[config.mk]
export PLATFORM = sky130hd
export DESIGN_NAME = sma_ctrl
export DESIGN_NICKNAME = d
export VERILOG_FILES = /design/src/assert_macros.svh /design/src/sma_pkg.sv /design/src/sma_ctrl.sv
export SDC_FILE = /design/constraint.sdc
export NUM_CORES = 1
export LEC_CHECK = 0
export ABC_AREA = 1
export BUFFER_PORTS_ARGS = -buffer_cell sky130_fd_sc_hd__buf_4
export CORE_MARGIN = 3
export CORE_UTILIZATION = 40
export CTS_BUF_LIST = sky130_fd_sc_hd__clkbuf_8
export CTS_CLUSTER_SIZE = 25
export DETAILED_ROUTE_END_ITERATION = 7
export GPL_TIMING_DRIVEN = 0
export SYNTH_ARGS = -nofsm -noshare
export SYNTH_HDL_FRONTEND = slang
export SYNTH_SLANG_ARGS = --single-unit
[constraint.sdc]
create_clock -name clock -period 1.3 [get_ports clock]
set_clock_uncertainty 0.05 [all_clocks]
set_input_delay 0.13 -clock clock [delete_from_list [all_inputs] [get_ports clock]]
set_output_delay 0.13 -clock clock [all_outputs]
set_load 0.01 [all_outputs]
[src/assert_macros.svh]
// ---------------------------------------------------------------------------
// assert_macros.svh
// Assertion helpers shared by the RTL; compiled out with NO_ASSERTIONS.
// ---------------------------------------------------------------------------
`ifndef ASSERT_MACROS_SVH
`define ASSERT_MACROS_SVH

`ifndef NO_ASSERTIONS
// same-cycle implication
`define ASSERT_IMPLIES(label, clk, rst, ante, cons, msg) \
   label: assert property (@(posedge clk) disable iff (rst) (ante) |-> (cons)) \
      else $error(msg);
// next-cycle implication
`define ASSERT_NEXT(label, clk, rst, ante, cons, msg) \
   label: assert property (@(posedge clk) disable iff (rst) (ante) |=> (cons)) \
      else $error(msg);
`else
`define ASSERT_IMPLIES(label, clk, rst, ante, cons, msg)
`define ASSERT_NEXT(label, clk, rst, ante, cons, msg)
`endif

`endif

[src/sma_pkg.sv]
// ---------------------------------------------------------------------------
// sma_pkg
// Types, codes and helpers of the swirl moment accumulator.
// ---------------------------------------------------------------------------
`default_nettype none

package sma_pkg;

   localparam int DIR_BITS   = 15;
   localparam int R_STEPS    = 15;
   localparam int MEAN_STEPS = 32;

   localparam logic [7:0] CSR_AXIS_X = 8'd0;
   localparam logic [7:0] CSR_AXIS_Y = 8'd1;
   localparam logic [7:0] CSR_AXIS_Z = 8'd2;
   localparam logic [7:0] CSR_DIR_X  = 8'd3;
   localparam logic [7:0] CSR_DIR_Y  = 8'd4;
   localparam logic [7:0] CSR_DIR_Z  = 8'd5;

   localparam logic signed [65:0] S32_MAX = 66'sd2147483647;
   localparam logic signed [65:0] S32_MIN = -66'sd2147483648;

   typedef struct packed {
      logic signed [31:0] pos_x;
      logic signed [31:0] pos_y;
      logic signed [31:0] pos_z;
      logic signed [31:0] vel_x;
      logic signed [31:0] vel_y;
      logic signed [31:0] vel_z;
      logic [31:0]        cell_volume;
      logic [31:0]        density;
      logic               last_cell;
   } sma_req_type;

   typedef struct packed {
      logic [31:0]        mean_swirl;
      logic signed [63:0] swirl_sum;
      logic [62:0]        mass_sum;
      logic               zero_mass;
   } sma_rsp_type;

   // Controller states; each one is also the datapath micro-op.
   typedef enum logic [6:0] {
      OP_IDLE,
      OP_CD0, OP_CD1, OP_CD2, OP_CD3,
      OP_AD0, OP_AD1, OP_AD2, OP_AD3,
      OP_HH0, OP_HH1, OP_HH2, OP_HH3,
      OP_SQ_GO, OP_SQ_WAIT,
      OP_R_GO, OP_R_WAIT, OP_R_PUT,
      OP_T0, OP_T1, OP_T2, OP_T3, OP_T4, OP_T5, OP_T6,
      OP_VT0, OP_VT1, OP_VT2, OP_VT3,
      OP_TV0, OP_TV1, OP_TV2, OP_TV3,
      OP_M0, OP_M1, OP_M2, OP_M3, OP_M4, OP_M5, OP_M6,
      OP_S0, OP_S1, OP_S2, OP_S3,
      OP_X1, OP_X2, OP_X3,
      OP_W, OP_PS,
      OP_B0, OP_B1, OP_B2, OP_B3, OP_B4,
      OP_TERM, OP_ACC,
      OP_MN0, OP_MN_GO, OP_MN_WAIT, OP_MN_OUT
   } sma_op_type;

   typedef struct packed {
      sma_op_type op;
      logic       load;
      logic [1:0] ridx;
   } sma_cmd_type;

   typedef struct packed {
      logic sq_busy;
      logic div_busy;
      logic last;
      logic need_div;
      logic out_free;
   } sma_sts_type;

   function automatic logic signed [31:0] sat32(input logic signed [65:0] x);
      if (x > S32_MAX) return 32'sh7fffffff;
      if (x < S32_MIN) return 32'sh80000000;
      return x[31:0];
   endfunction

endpackage

`default_nettype wire

[src/sma_ctrl.sv]
// ---------------------------------------------------------------------------
// sma_ctrl
// Sequencer: steps the datapath through one cell's micro-ops.
// ---------------------------------------------------------------------------
`default_nettype none

module sma_ctrl
   import sma_pkg::*;
(
   input  wire logic        clock,
   input  wire logic        reset,
   input  wire logic        req_valid,
   output logic             req_ready,
   input  wire sma_sts_type sts,
   output sma_cmd_type      cmd
);

   sma_op_type state_ff, state_in;
   logic [1:0] ridx_ff, ridx_in;

   // next state
   always_comb begin
      state_in = sma_op_type'(state_ff + 7'd1);
      ridx_in  = ridx_ff;
      case (state_ff)
         OP_IDLE: begin
            ridx_in  = '0;
            state_in = req_valid ? OP_CD0 : OP_IDLE;
         end
         OP_SQ_WAIT: state_in = sts.sq_busy ? OP_SQ_WAIT : OP_R_GO;
         OP_R_WAIT:  state_in = sts.div_busy ? OP_R_WAIT : OP_R_PUT;
         OP_R_PUT: begin
            ridx_in  = ridx_ff + 2'd1;
            state_in = (ridx_ff == 2'd2) ? OP_T0 : OP_R_GO;
         end
         OP_ACC:     state_in = sts.last ? OP_MN0 : OP_IDLE;
         OP_MN_GO:   state_in = sts.need_div ? OP_MN_WAIT : OP_MN_OUT;
         OP_MN_WAIT: state_in = sts.div_busy ? OP_MN_WAIT : OP_MN_OUT;
         OP_MN_OUT:  state_in = sts.out_free ? OP_IDLE : OP_MN_OUT;
         default: ;
      endcase
   end

   // outputs
   always_comb begin
      req_ready = 1'b0;
      cmd.op    = state_ff;
      cmd.ridx  = ridx_ff;
      cmd.load  = 1'b0;
      case (state_ff)
         OP_IDLE: begin
            req_ready = 1'b1;
            cmd.load  = req_valid;
         end
         default: ;
      endcase
   end

   always_ff @(posedge clock) begin
      if (reset) begin
         state_ff <= OP_IDLE;
         ridx_ff  <= '0;
      end else begin
         state_ff <= state_in;
         ridx_ff  <= ridx_in;
      end
   end

endmodule

`default_nettype wire

==> qor.csv, run 1 <==
metric,value,unit
total_power,1.75,mW
rsz0062_at_grt,yes,
fmax,678,MHz
die_h,50.5,µm
syn_nets,150,
switchingPower,0.744,mW
nFillCells,182,
finalSetupViolations,9,
grt_max_degree,9,
tightest_slew,0.188,ns
fin_ws,-0.174,ns
tritoncts,yes,
dp_hpwl,1670,µm
combPwrFrac,58.2,%
portBuffers,18,
first_global_vias,817,
cts_root_buffer,clkbuf_8,
power.density,1440,nW/µm²
ys_ff_latch,9,
clk_pin_slew,0.05,ns
arrival,1.55,ns
antenna_found_initial,0,
status,"complete, but fails checks",
post-route-drc-count,0,
final_util,67.4,%
dr.first_iter.drc_count,18,
setup-tns-final,-1.06,ns
clkLatencyLatePin,0.24,ns
clockBufferDepth,2,
initial_utilization,44.0,%
startpoint_type,flip-flop,
area_growth,53.2,%
syn_avg_cell_area,5.78,µm²
p_int,1.01,mW
hold_violations,0,
nets,179,
dieWidth,50.5,µm
grt_overflow_total,0,
crit_type,reg -> reg,
vias,915,
mostFrequentLayoutCells,"nand2_1 (26), buf_4 (22), nor2_1 (19)",
leakage,0.613,nW
cp.required,1.37,ns
end_kind,flip-flop,
ios,19,
r2r_slack,-0.17,ns
synth_top_cell_area_share,22.7,%
n_antenna_cell,0,
hp-class,in -> reg,
rows,15,
synth_top_area_cell,dfxtp_1,
synthDistinctLibCells,16,
grt_pass1_wl,3750,µm
synthesis.area,792,µm²
grt_use_total,19.5,%
synth_warnings,0,
final_common_cell,nand2_1,
holdPathEnd,ridx_ff[1]$_SDFFE_PP0P_,
timing.final.crit_share,113,%
power_frac_seq,23.0,%
r2r_cells,9,
dieArea,2550,µm²
htreeDepth,1,
violations,setup timing,
clockPowerShare,18.8,%
slew_headroom,87.4,%
ant_nets,0,
ir_drop,0.00102,V
dp_slack,-0.185,ns
crit_fanout,4,
cts_inserted_buffers,3,
vias_per_cell,4.82,
drive_gt1_share,44.8,%
maxSlewViolCount,0,
finalCriticalPeriod,1.47,ns
swShare,42.5,%
drt-total-wl,2230,µm
wire_per_inst,11.7,µm
regToRegStartpoint,state_ff[1]$_SDFF_PP0_,
reg2reg_to,state_ff[3]$_SDFF_PP0_,
hold_depth,2,
gp_congestion,0.854,
ys_top_cells_by_area,"dfxtp_1 (23%), nand2_1 (15%), nor2_1 (12%)",
synth_cells,137,
ctsHoldBuffers,0,
synth-seq-area-share,22.7,%
cap_violations,0,
worstHoldStart,reset,
cts_sinks,9,
first_pass_iters,4,
worst_hold_slack,0.0543,ns
fp.coreArea,1800,µm²
[metal layers]
layer	global-route usage, %	share of wire, %	vias to the layer above
met3	4.15	5.3	4
met1	27.3	46	403
met4	8.97	1.3	0
li1	-	-	482
met5	0	0	-
met2	28.3	47	26
[state kept, by name, summed over array words and instances (netlist names)]
| name | flops |
|---|---|
| ridx_ff | 2 |
| state_ff | 7 |
[area by class of cell]
cell class                 count  area, µm²  area share (%)
inverter                      25       98.8            8.14
timing repair buffer          24        188            15.5
clock buffer                   3       41.3            3.40
sequential                     9        196            16.2
clock inverter                 1       3.75           0.309
tap                           25       31.3            2.58
multi-input combinational    103        654            53.9
[cell families after synthesis]
group	Yosys count	share of synthesized area (%)
AOI/OAI and AO/OA	11	6.95
xor gates and xnor gates	3	3.32
adders and majority gates	5	7.90
DFF	9	22.7
and+or+nand+nor	84	47.2
buffers and inverters	25	11.8
[metrics by stage]
step | cell area (µm²) | cells
3_5_place_dp | 1020 | 180
5_1_grt | 1210 | 190
3_3_place_gp | 1020 | 180
4_1_cts | 1150 | 188
2_1_floorplan | 851 | 137
6_report | 1210 | 190
[worst max-delay path by stage]
stage,depth (start not counted),start,end
2_1_floorplan,10,state_ff[0]$_SDFF_PP0_,state_ff[1]$_SDFF_PP0_
3_3_place_gp,10,state_ff[0]$_SDFF_PP0_,state_ff[1]$_SDFF_PP0_
3_5_place_dp,10,state_ff[0]$_SDFF_PP0_,state_ff[1]$_SDFF_PP0_
4_1_cts,10,state_ff[1]$_SDFF_PP0_,state_ff[1]$_SDFF_PP0_
5_1_grt,9,state_ff[1]$_SDFF_PP0_,state_ff[4]$_SDFF_PP0_
6_report,9,state_ff[1]$_SDFF_PP0_,state_ff[3]$_SDFF_PP0_
[power by group through the flow]
stage / combinational (mW) / sequential, mW / clock (mW)
finish: 1.02 / 0.402 / 0.329
global route: 1.12 / 0.412 / 0.352
CTS: 0.916 / 0.404 / 0.333
detailed placement: 0.751 / 0.399 / 0
global placement: 0.752 / 0.397 / 0
floorplan: 0.491 / 0.406 / 0
[synthesized netlist by cell type]
cell type,number
nor2_1,26
nor2_2,1
inv_2,4
nand2_2,4
a21oi_1,7
nand4_1,2
nand2_1,31
nor2_4,2
dfxtp_1,9
o21ai_0,4
ha_1,5
nand3b_1,1
nand3_1,16
inv_1,21
xor2_1,3
or2_2,1
[worst max-delay path, stage by stage, from the launching register on]
cell	delay, ns
dfxtp_4	0.39
inv_4	0.06
ha_4	0.16
inv_2	0.04
nor2_1	0.03
nand2_1	0.12
buf_4	0.13
nand4_1	0.16
nor2_1	0.15
a21oi_1	0.07
[timing repair]
item,CTS,global route
gates cloned,0,0
pin swaps,12,7
buffers inserted,4,2
setup endpoints to repair,10,10
gates resized for setup,11,18
Note: power is estimated with default switching activity, not from simulation.
==> inputs of run 2 (changes only) <==
--- a/config.mk
+++ b/config.mk
@@ -6,13 +6,14 @@
 export NUM_CORES = 1
 export LEC_CHECK = 0
 export ABC_AREA = 1
-export BUFFER_PORTS_ARGS = -buffer_cell sky130_fd_sc_hd__buf_4
+export BUFFER_PORTS_ARGS = -buffer_cell sky130_fd_sc_hd__buf_2
 export CORE_MARGIN = 3
-export CORE_UTILIZATION = 40
+export CORE_UTILIZATION = 49
 export CTS_BUF_LIST = sky130_fd_sc_hd__clkbuf_8
 export CTS_CLUSTER_SIZE = 25
 export DETAILED_ROUTE_END_ITERATION = 7
 export GPL_TIMING_DRIVEN = 0
+export PLACE_DENSITY = 0.77
 export SYNTH_ARGS = -nofsm -noshare
 export SYNTH_HDL_FRONTEND = slang
 export SYNTH_SLANG_ARGS = --single-unit
==> qor.csv, run 2 (synthesis results as in run 1) <==
metric,value,unit,change
fin_ws,-0.224,ns,was -0.174 ns
dp_hpwl,1610,µm,was 1670 µm
endpoint,state_ff[4]$_SDFF_PP0_,,was state_ff[3]$_SDFF_PP0_
setup-tns-final,-1.56,ns,was -1.06 ns
grt_pass1_wl,3520,µm,was 3750 µm
finalCriticalPeriod,1.52,ns,was 1.47 ns
regArea,196,µm²,unchanged
total_power,1.96,mW,was 1.75 mW
reg2reg_to,state_ff[4]$_SDFF_PP0_,,was state_ff[3]$_SDFF_PP0_
status,"complete, but fails checks",,unchanged
wire_per_inst,16.9,µm,was 11.7 µm
r2r_slack,-0.22,ns,was -0.17 ns
htreeDepth,1,,unchanged
top_register,state_ff,,unchanged
vias,1089,,was 915
rsz0062_at_grt,yes,,unchanged
antenna_found_initial,0,,unchanged
cts_inserted_buffers,3,,unchanged
gp_congestion,0.843,,was 0.854
initial_utilization,56.6,%,was 44.0%
maxSlewViolCount,0,,unchanged
dieWidth,46.2,µm,was 50.5 µm
final_util,89.7,%,was 67.4%
ant_nets,0,,unchanged
drt-total-wl,3100,µm,was 2230 µm
cp-startpoint,state_ff[5]$_SDFF_PP0_,,was state_ff[1]$_SDFF_PP0_
crit_type,reg -> reg,,unchanged
fmax,656,MHz,was 678 MHz
grt_use_total,23.0,%,was 19.5%
hold_depth,2,,unchanged
fp.coreArea,1400,µm²,was 1800 µm²
final_common_cell,nand2_1,,unchanged
area_growth,58.5,%,was 53.2%
crit_fanout,5,,was 4
ctsHoldBuffers,0,,unchanged
worstHoldStart,reset,,unchanged
cp.required,1.41,ns,was 1.37 ns
clockBufferDepth,2,,unchanged
ios,19,,unchanged
end_kind,flip-flop,,unchanged
cap_violations,0,,unchanged
n_antenna_cell,0,,unchanged
multiInputGateArea,716,µm²,was 654 µm²
vias_per_cell,5.92,,was 4.82
hp-class,in -> reg,,unchanged
reg_top3,"state_ff x7, ridx_ff x2",,unchanged
largest_reg_flops,7,,unchanged
r2r_cells,7,,was 9
clkLatencyLatePin,0.23,ns,was 0.24 ns
clk_pin_slew,0.05,ns,about the same
dr.first_iter.drc_count,58,,was 18
startpoint_type,flip-flop,,unchanged
leakage,0.630,nW,was 0.613 nW
nets,183,,was 179
ir_drop,0.00134,V,was 0.00102 V
post-route-drc-count,0,,unchanged
cts_root_buffer,clkbuf_8,,unchanged
drive_gt1_share,52.7,%,was 44.8%
dieArea,2130,µm²,was 2550 µm²
nFillCells,70,,was 182
first_pass_iters,7,,was 4
grt_overflow_total,0,,unchanged
tightest_slew,0.339,ns,was 0.188 ns
arrival,1.63,ns,was 1.55 ns
tritoncts,yes,,unchanged
hold_violations,0,,unchanged
slew_headroom,77.3,%,was 87.4%
rows,13,,was 15
mostFrequentLayoutCells,"nand2_1 (24), buf_2 (17), inv_1 (15)",,"was nand2_1 (26), buf_4 (22), nor2_1 (19)"
cts_sinks,9,,unchanged
timing.final.crit_share,117,%,was 113%
first_global_vias,856,,was 817
grt_max_degree,9,,unchanged
power.density,1560,nW/µm²,was 1440 nW/µm²
violations,setup timing,,unchanged
portBuffers,18,,unchanged
regToRegStartpoint,state_ff[5]$_SDFF_PP0_,,was state_ff[1]$_SDFF_PP0_
finalSetupViolations,10,,was 9
die_h,46.2,µm,was 50.5 µm
run 2: cell count changes in the layout (fill, tap and decap cells not counted), sizes merged:
cell	before	now
buf	24	28
clkinv	0	1
inv	26	25
run 2: layout make-up:
type / count / share of cell area, %
clock buffer: 3 / 3.29
tap: 15 / 1.50
timing repair buffer: 28 / 13.7
sequential: 9 / 15.7
multi-input combinational: 103 / 57.0
clock inverter: 1 / 0.399
inverter: 25 / 8.47
run 2: critical path, stage by stage, from the launching register on:
cell	delay, ns
dfxtp_2	0.34
inv_2	0.10
nand2_1	0.07
nor2_1	0.28
nand2_4	0.11
o21ai_0	0.26
nor2_1	0.10
a21oi_1	0.15
run 2: worst min-delay path by stage:
| stage | to | slack [ns] |
|---|---|---|
| floorplan | state_ff[4]$_SDFF_PP0_ | 0.14 |
| global placement | ridx_ff[1]$_SDFFE_PP0P_ | 0.33 |
| detailed placement | ridx_ff[1]$_SDFFE_PP0P_ | 0.33 |
| CTS | state_ff[2]$_SDFF_PP0_ | 0.08 |
| global route | ridx_ff[1]$_SDFFE_PP0P_ | 0.12 |
| finish | ridx_ff[1]$_SDFFE_PP0P_ | 0.1 |
run 2: per-stage QoR:
| step | cell area (µm²) | cells | setup WS [ns] | hold slack [ns] |
|---|---|---|---|---|
| 2_1_floorplan | 851 | 137 | -0.00850 | 0.142 |
| 3_3_place_gp | 960 | 170 | -0.166 | 0.326 |
| 3_5_place_dp | 960 | 170 | -0.178 | 0.334 |
| 4_1_cts | 1120 | 177 | -0.102 | 0.0813 |
| 5_1_grt | 1250 | 184 | -0.307 | 0.116 |
| 6_report | 1250 | 184 | -0.224 | 0.0969 |
run 2: what timing repair did:
| item | 4_1_cts | 5_1_grt |
|---|---|---|
| setup buffers | 3 | 7 |
| pin swaps | 21 | 14 |
| gates resized for setup | 25 | 23 |
| hold endpoints to repair | 0 | 0 |
| endpoints found under the setup margin | 9 | 9 |
run 2: per-layer routing:
layer	share of wire, %	global-route usage (%)	up-vias
li1	-	-	488
met1	37	26.5	501
met2	50	43.4	81
met3	7.8	5.86	19
met4	4.9	1.70	0
met5	0	0	-
run 2: power breakdown:
part	switching [mW]	internal (mW)	total, mW
clock network	0.118	0.209	0.327
registers	0.0836	0.328	0.412
logic	0.686	0.532	1.22
total	0.888	1.07	1.96
